[src/rtl/pnps_pkg.sv]
// ----------------------------------------------------------------------------
// pnps_pkg
// Shared types and constants for the packed 4-bit pixel store.
// ----------------------------------------------------------------------------
package pnps_pkg;

	localparam int COORD_W   = 16;
	localparam int PIX_W     = 4;
	localparam int FRM_W_W   = 9;
	localparam int FRM_H_W   = 7;
	localparam int PADDR_W   = 3;
	localparam int PDATA_W   = 32;
	localparam int PROD_W    = FRM_W_W + FRM_H_W;

	localparam logic [FRM_W_W-1:0] WIDTH_RST  = 9'd256;
	localparam logic [FRM_H_W-1:0] HEIGHT_RST = 7'd64;

	// register index, taken from paddr[2]
	localparam logic REG_WIDTH  = 1'b0;
	localparam logic REG_HEIGHT = 1'b1;

	typedef enum logic [1:0] {
		OP_READ  = 2'd0,
		OP_WRITE = 2'd1,
		OP_FILL  = 2'd2
	} op_t;

	typedef struct packed {
		logic load_item;
		logic calc;
		logic mem_rd;
		logic rmw_wr;
		logic out_load;
		logic sweep_init;
		logic sweep_clear;
		logic sweep_step;
	} dp_cmd_t;

	typedef struct packed {
		logic [1:0] mode;
		logic       sweep_done;
		logic       out_free;
	} dp_status_t;

endpackage

[src/rtl/pnps_ctrl.sv]
// ----------------------------------------------------------------------------
// pnps_ctrl
// Sequencer: item intake, index calc, nibble read-modify-write, fill sweep.
// ----------------------------------------------------------------------------
module pnps_ctrl (
	input  logic                  clk,
	input  logic                  arst_n,
	input  logic                  in_valid,
	output logic                  in_stall,
	input  pnps_pkg::dp_status_t  status,
	output pnps_pkg::dp_cmd_t     cmd
);

	typedef enum logic [2:0] {
		S_CLR,
		S_IDLE,
		S_CALC,
		S_RD,
		S_DONE,
		S_FILL,
		S_SWEEP
	} state_t;

	state_t state_q;
	state_t state_d;

	assign in_stall = (state_q != S_IDLE);

	always_comb begin
		cmd     = '0;
		state_d = state_q;
		unique case (state_q)
			S_CLR: begin
				// power-up clearing pass over the whole store
				cmd.sweep_init  = 1'b1;
				cmd.sweep_clear = 1'b1;
				state_d         = S_SWEEP;
			end
			S_IDLE: begin
				if (in_valid) begin
					cmd.load_item = 1'b1;
					state_d       = S_CALC;
				end
			end
			S_CALC: begin
				cmd.calc = 1'b1;
				case (status.mode) inside
					pnps_pkg::OP_READ, pnps_pkg::OP_WRITE: state_d = S_RD;
					pnps_pkg::OP_FILL:                     state_d = S_FILL;
					default:                               state_d = S_IDLE;
				endcase
			end
			S_RD: begin
				cmd.mem_rd = 1'b1;
				state_d    = S_DONE;
			end
			S_DONE: begin
				if (status.mode == pnps_pkg::OP_READ) begin
					// hold here until the output register can take the result
					if (status.out_free) begin
						cmd.out_load = 1'b1;
						state_d      = S_IDLE;
					end
				end else begin
					cmd.rmw_wr = 1'b1;
					state_d    = S_IDLE;
				end
			end
			S_FILL: begin
				cmd.sweep_init = 1'b1;
				state_d        = S_SWEEP;
			end
			S_SWEEP: begin
				if (status.sweep_done) begin
					state_d = S_IDLE;
				end else begin
					cmd.sweep_step = 1'b1;
				end
			end
			default: state_d = S_CLR;
		endcase
	end

	always_ff @(posedge clk or negedge arst_n) begin
		if (!arst_n) begin
			state_q <= S_CLR;
		end else begin
			state_q <= state_d;
		end
	end

endmodule

[config.mk]
export PLATFORM = sky130hd
export DESIGN_NAME = pnps_ctrl
export DESIGN_NICKNAME = d
export VERILOG_FILES = /design/src/rtl/pnps_pkg.sv /design/src/rtl/pnps_ctrl.sv
export SDC_FILE = /design/constraint.sdc
export NUM_CORES = 1
export LEC_CHECK = 0
export BUFFER_PORTS_ARGS = -buffer_cell sky130_fd_sc_hd__buf_2
export CORE_AREA = 2 2 39 41
export CTS_CLUSTER_DIAMETER = 80
export DETAILED_ROUTE_END_ITERATION = 8
export DIE_AREA = 0 0 41 43
export PLACE_DENSITY = 0.43
export SYNTH_ARGS = -nofsm -noshare
export SYNTH_HDL_FRONTEND = slang
export SYNTH_SLANG_ARGS = --single-unit
[constraint.sdc]
create_clock -name clk -period 1.05 [get_ports clk]
set_input_delay 0.0525 -clock clk [delete_from_list [all_inputs] [get_ports clk]]
set_output_delay 0.0525 -clock clk [all_outputs]
set_load 0.01 [all_outputs]
# Word level (Yosys, flattened, before mapping)
# Index checks and enable logic that the tools add are counted.
# word_totals
regBits	3
inputBits	7
# classes
mux	19
n_eq_ne	12
n_reduce_logical	5
# ops
cell	n
two-way mux 3 bit	6
one-hot mux 3 bit (6 select lines)	1
two-way mux 1 bit	11
== test 3 bit, second input constant	3
== test 3 x 2 -> 1 bit, second input constant	2
!= test 2 bit, second input constant	2
OR reduction 2 bit	2
== test 3 x 1 -> 1 bit, second input constant	1
zero test 3 bit	1
!= test 3 x 1 -> 1 bit, second input constant	1
!= test 3 bit, second input constant	1
AND reduction 3 bit	1
== test 2 x 1 -> 1 bit, second input constant	1
== test 2 bit, second input constant	1
zero test 2 bit	1
two-way mux 2 bit	1

# Longest topological paths before layout
# Gate-level depths: netlist of the first run.
# depth
ltp_word	4
depth_mapped	4

# Worst setup path before layout of the first run
# Ideal clock, no wire load.
# synth_path
path_kind	register to register
from	reg state_q[1]
to	reg state_q[0]
stages_incl_launch_ff	5
path_buffers	1
arrival_time_ns	1.031
t_required_ns	0.967
setup_slack_ns	-0.063
path_cell_list	dfrtp_1 -> buf_6 -> nor3b_1 -> a21oi_1 -> o21ai_0
# synth_between
elab_chain_len	3
elab_cells_between_ends	13
# synth_rtl
item	line	text
start: declaration	pnps_ctrl.sv:24	state_t state_q;
start signal: assignment	pnps_ctrl.sv:88	state_q <= state_d;
== test 3 bit (tied with other cells)	pnps_ctrl.sv:32	unique case (state_q)
OR reduction 2 bit (no source line) (tied with other cells)	n/a	
one-hot mux 3 bit (6 select lines) / AND reduction 3 bit (equally long branches)	n/a	
# Several ways; a longest one is shown, not always the timed one.
# A chain may end at the register's enable or synchronous reset.

==> impl_metrics.yaml, run 1 <==
sta:
  min_period_over_period_pct: 121
  rsz0062_at_grt: "yes"
  worst_slack_ns: -0.225
  hold_ws_ns: 0.133
  fin_worst_skew_ns: 0.00185
  drv_slew: 0
  slew_headroom_pct: 83.8
  hold_violations: 0
  layout_min_cycle_time_ns: 1.28
  tightest_slew_ns: 0.241
  finalSetupTns_ns: -2.08
  setup_viol: 12
  clock.fmax_mhz: 784
clock_tree:
  cts_root_buf: "clkbuf_4"
  cts_sinks: 3
  clock_latency_ns: 0.23
  clockBufferDepth: 2
  ctsHtreeMaxLevel: 1
  clk_pin_slew_ns: 0.04
  cts_inserted_buffers: 3
  cts_tree: "built"
route:
  drcViolationCount: 0
  detail_route.wirelength_um: 982
  drtAntennaViolNets: 0
  met1_length_um: 380
  route.met3.wl_um: 43
  viasPerCell: 4.49
  top_layer_used: "met4"
  drt_iter0_markers: 2
  met2_length_um: 543
  dr.pass1.iters: 3
  num_vias: 386
  wl_per_cell_um: 11.4
grt:
  grt_max_degree: 8
  grt_pass1_wl_um: 1320
  grt_pass1_vias: 338
  overflow: 0
  antenna_found_initial: 0
  grt.total_usage_pct: 11.7
logic_synthesis:
  synth_nets: 42
  synth_compound_area_share_pct: 15.9
  synth_xor_area_share_pct: 0
  synth-simple-area-share_pct: 49.4
  synth_edf_count: 0
  synthMuxAreaShare_pct: 0
  synthCells: 35
  synth_area_um2: 292
  synth.distinct_cells: 20
  ys_async_sr_fraction_pct: 100
  synthFlopType: "dfrtp_1"
  synth-seq-cells: 3
  ys_seq_area_share_pct: 25.8
  synthAdderAreaFrac_pct: 0
  synth_top_family_by_area: "simple AND/OR/NAND/NOR gates"
  synth-warning-count: 0
  syn_area_per_cell_um2: 8.33
critical_path:
  arrival_ns: 1.22
  slowest_stage: "dfrtp_2"
  reg2regPathDepth: 6
  max_stage_delay_ns: 0.43
  crit_chain: "buf_4 > buf_6 > nor2b_4 > nor3_2 > buf_2"
  crit_family: "flip-flops"
  worstPathRequired_ns: 1.00
  cp.depth: 5
  crit_fanout: 6
  worst-setup-path-type: "register to output pin"
  path_buf_inv: 3
  critPathLaunchType: "register"
  endpoint_kind: "output pin"
floorplan:
  die_h_um: 43
  io_pins: 16
  rows: 14
  fp.dieW_um: 41
  fp.coreArea_mm2: 0.00138
  start_util_pct: 21.1
  dieArea_mm2: 0.00176
cells_and_area:
  layout_common_cells: "13 x buf_2, 11 x buf_4, 8 x buf_6"
  top_register: "state_q"
  layout.nets: 78
  reg.largest.list: "state_q (3)"
  area_delta_synth_final_pct: 124
  layout-drive-gt1-share_pct: 80.0
  diodes: 0
  largest_register_ffs: 3
  final_common_cell: "buf_2"
power_and_ir_drop:
  power_density_mw_per_mm2: 3160
  power_leakage_uw: 0.000323
  p_total_uw: 2060
  p_switching_uw: 806
  p_clk_share_pct: 9.9
  p_int_uw: 1250
  power_frac_seq_pct: 15.2
  irDropWorstVdd_mv: 1.21
  comb_power_share_pct: 74.8
  p_sw_share_pct: 39.2
placed_design:
  port_buffers: 15
  routabilityCongestion: 0.781
  post-dp-hpwl_um: 556
hold_path:
  hp-class: "input pin to register"
  holdPathStages: 3
run:
  drv_cap: 0
outcome:
  violations: "negative setup slack"
  status: "finished, violations left"
final cells by class:
cell class | instances | area, um2
fill | 142 | 732
multi-input combinational | 29 | 275
timing repair buffer | 33 | 248
sequential | 3 | 78.8
clock buffer | 4 | 26.3
tap | 16 | 20.0
inverter | 1 | 3.75
worst reg2reg max path: stages, from the launching register on:
cell and delay (ns):
dfrtp_2 0.43, buf_4 0.15, buf_6 0.11, nor2b_4 0.12
buf_6 0.12, nand2_4 0.05, o211a_1 0.13
per-stage QoR:
step	area (um2)	cells	setup WS (ns)	utilization, %
2_1_floorplan	297	35	-0.0527	-
3_3_place_gp	429	72	-0.136	31.0
3_5_place_dp	429	72	-0.123	31.0
4_1_cts	584	84	-0.221	42.2
5_1_grt	652	86	-0.280	47.1
6_report	652	86	-0.225	47.1
metal layers:
metal,track usage (%),up-vias
li1,-,193
met1,10.6,182
met2,20.3,9
met3,3.14,2
met4,8.00,0
met5,0,-
kinds of logic after synthesis:
family / Yosys count
simple gates: 23
compound gates: 6
flops: 3
buf+inv: 3
cell usage after synthesis, types with 2 or more instances:
master	count	area share [%]
nand2b_1	3	6.4
nor2_1	4	5.1
nand2_1	3	3.9
buf_6	2	7.7
dfrtp_1	3	26
nor2b_1	3	6.4
nor3_1	4	6.9
power by group through the flow:
stage / registers (uW) / logic (uW) / clock network [uW]
3_5_place_dp: 291 / 860 / 0
5_1_grt: 321 / 1630 / 229
4_1_cts: 304 / 1230 / 217
2_1_floorplan: 253 / 585 / 0
3_3_place_gp: 297 / 863 / 0
6_report: 313 / 1540 / 204
final timing paths:
check	startpoint	to	slack (ns)
worst max-delay path	state_q[0]$_DFFE_PN0P_	cmd[2]	-0.23
worst min-delay path	status[0]	state_q[0]$_DFFE_PN0P_	0.13
worst max register to register	state_q[0]$_DFFE_PN0P_	state_q[1]$_DFFE_PN0P_	-0.18
worst min register to register	state_q[0]$_DFFE_PN0P_	state_q[2]$_DFFE_PN0P_	0.74
max in group asynchronous	arst_n	state_q[2]$_DFFE_PN0P_	0.80
min in group asynchronous	arst_n	state_q[1]$_DFFE_PN0P_	0.14
timing repair:
action | CTS | global route
setup endpoints to repair | 12 | 12
hold endpoints to repair | 3 | 0
buffers inserted | 7 | 2
pin swaps | 7 | 3
hold buffers | 1 | 0
gates resized for setup | 19 | 11
Note: power is estimated with default switching activity, not from simulation.
==> run 2: changes to the inputs <==
--- a/config.mk
+++ b/config.mk
@@ -5,6 +5,7 @@
 export SDC_FILE = /design/constraint.sdc
 export NUM_CORES = 1
 export LEC_CHECK = 0
+export ABC_CLOCK_PERIOD_IN_PS = 1000
 export BUFFER_PORTS_ARGS = -buffer_cell sky130_fd_sc_hd__buf_2
 export CORE_AREA = 2 2 39 41
 export CTS_CLUSTER_DIAMETER = 80
==> constraint.sdc (replaced) <==
create_clock -name clk -period 1 [get_ports clk]
set_input_delay 0.05 -clock clk [delete_from_list [all_inputs] [get_ports clk]]
set_output_delay 0.05 -clock clk [all_outputs]
set_load 0.01 [all_outputs]
==> run 2 against run 1 <==
  * The run still ends with negative setup slack left
  * Sequential cell count unchanged
  * Register-to-register slack worse by 0.03 ns
  * Worst hold slack better by 0.013 ns
  * Clock skew down 0.00069 ns
  * Sequential share of layout area up 0.61 points
==> impl_metrics.yaml, run 2 (synthesis gave the netlist of run 1 again) <==
route:
  viasPerCell: 4.27
  dr.pass1.iters: 1
  num_vias: 367
  detail_route.wirelength_um: 785
  drcViolationCount: 0
  wl_per_cell_um: 9.13
  drtAntennaViolNets: 0
  drt_iter0_markers: 0
outcome:
  violations: "negative setup slack"
  status: "finished, violations left"
critical_path:
  arrival_ns: 1.21
  worst-setup-path-type: "register to output pin"
  path_buf_inv: 3
  max_stage_delay_ns: 0.41
  crit_fanout: 4
  cp_common_cell: "buf_6"
  worstPathRequired_ns: 0.95
  critPathLaunchType: "register"
  crit_family: "flip-flops"
  slowest_stage: "dfrtp_1"
  endpoint_kind: "output pin"
  crit_chain: "buf_6 > buf_6 > nor3b_4 > buf_2"
grt:
  grt.total_usage_pct: 9.16
  grt_max_degree: 8
  grt_pass1_wl_um: 1120
  overflow: 0
  grt_pass1_vias: 313
  antenna_found_initial: 0
cells_and_area:
  area_delta_synth_final_pct: 109
  reg.largest.list: "state_q (3)"
  layout-drive-gt1-share_pct: 70.0
  layout_common_cells: "14 x buf_2, 11 x buf_4, 7 x buf_6"
  diodes: 0
  final_cells: 86
  largest_register_ffs: 3
  fillers: 143
  top_register: "state_q"
  final_common_cell: "buf_2"
  layout.nets: 78
  finish.utilization_pct: 44.1
placed_design:
  port_buffers: 15
  pre_cts_ws_ns: -0.173
  post-dp-hpwl_um: 568
  dp_cells: 73
  routabilityCongestion: 0.732
sta:
  drv_slew: 0
  layout_min_cycle_time_ns: 1.26
  min_period_over_period_pct: 126
  setup_viol: 12
  worst_slack_ns: -0.260
  fin_worst_skew_ns: 0.00117
  slew_headroom_pct: 84.2
  finalSetupTns_ns: -2.59
  tightest_slew_ns: 0.236
  rsz0062_at_grt: "yes"
  hold_violations: 0
  clock.fmax_mhz: 793
run:
  drv_cap: 0
power_and_ir_drop:
  power_leakage_uw: 0.000305
  p_clk_share_pct: 10.7
  comb_power_share_pct: 73.1
  power_density_mw_per_mm2: 3140
  p_switching_uw: 720
  power_frac_seq_pct: 16.2
  p_int_uw: 1200
  irDropWorstVdd_mv: 1.28
  p_sw_share_pct: 37.6
floorplan:
  dieArea_mm2: 0.00176
  fp.dieW_um: 41
  fp.coreArea_mm2: 0.00138
  die_h_um: 43
  io_pins: 16
  rows: 14
  start_util_pct: 21.1
clock_tree:
  cts_inserted_buffers: 3
  cts_tree: "built"
  cts_sinks: 3
  clockBufferDepth: 2
  ctsHtreeMaxLevel: 1
  cts_root_buf: "clkbuf_4"
  clk_pin_slew_ns: 0.03
  clock_latency_ns: 0.23
hold_path:
  hp-class: "input pin to async pin"
-- run 2: cell counts in the layout (fill, tap and decap cells not counted) --
Identical to the previous run, type by type.
-- run 2: worst paths after layout --
kind,cells past startpoint,slack [ns],from,end
max in group asynchronous,2,0.74,arst_n,state_q[2]$_DFFE_PN0P_
min reg2reg,1,0.66,state_q[2]$_DFFE_PN0P_,state_q[1]$_DFFE_PN0P_
max reg2reg,4,-0.21,state_q[1]$_DFFE_PN0P_,state_q[2]$_DFFE_PN0P_
min,2,0.15,arst_n,state_q[0]$_DFFE_PN0P_
max,4,-0.26,state_q[0]$_DFFE_PN0P_,cmd[6]
min in group clk,3,0.18,status[0],state_q[0]$_DFFE_PN0P_
-- run 2: metal layers --
layer / routed length, um / track usage [%] / vias up
met1: 345 / 10.4 / 168
met5: 0 / 0 / -
met2: 412 / 14.7 / 6
met3: 26 / 1.57 / 0
li1: - / - / 193
met4: 0 / 6.00 / 0
-- run 2: what timing repair did --
item                                    4_1_cts  5_1_grt
setup buffers                                 5        3
hold buffers                                  1        0
resized for setup                            16        3
endpoints found under the setup margin       12       12
pin swaps                                     5        4
endpoints found under the hold margin         3        0
-- run 2: worst reg2reg max path, cell delays in order, from the launching register on --
cell      delay, ns
dfrtp_2        0.43
or2b_1         0.20
buf_4          0.11
nand2b_1       0.05
a311o_2        0.31
-- run 2: area by class of cell --
type / count / area [um2] / area share (%)
Inverter: 1 / 3.75 / 0.615
Sequential cell: 3 / 77.6 / 12.7
Multi-Input combinational cell: 29 / 241 / 39.5
Tap cell: 16 / 20.0 / 3.28
Timing Repair Buffer: 33 / 241 / 39.5
Clock buffer: 4 / 26.3 / 4.30
-- run 2: power by group through the flow --
| stage | Clock, uW | Combinational, uW | Sequential, uW |
|---|---|---|---|
| floorplan | 0 | 620 | 269 |
| global placement | 0 | 941 | 308 |
| detailed placement | 0 | 940 | 310 |
| CTS | 219 | 1230 | 329 |
| global route | 236 | 1510 | 323 |
| finish | 205 | 1400 | 310 |
-- run 2: metrics by stage --
stage               hold WS, ns  power (uW)  instance area [um2]
floorplan                -0.246         888                  299
global placement         -0.151        1250                  439
detailed placement       -0.153        1250                  439
CTS                       0.132        1780                  568
global route              0.131        2060                  611
finish                    0.146        1920                  611
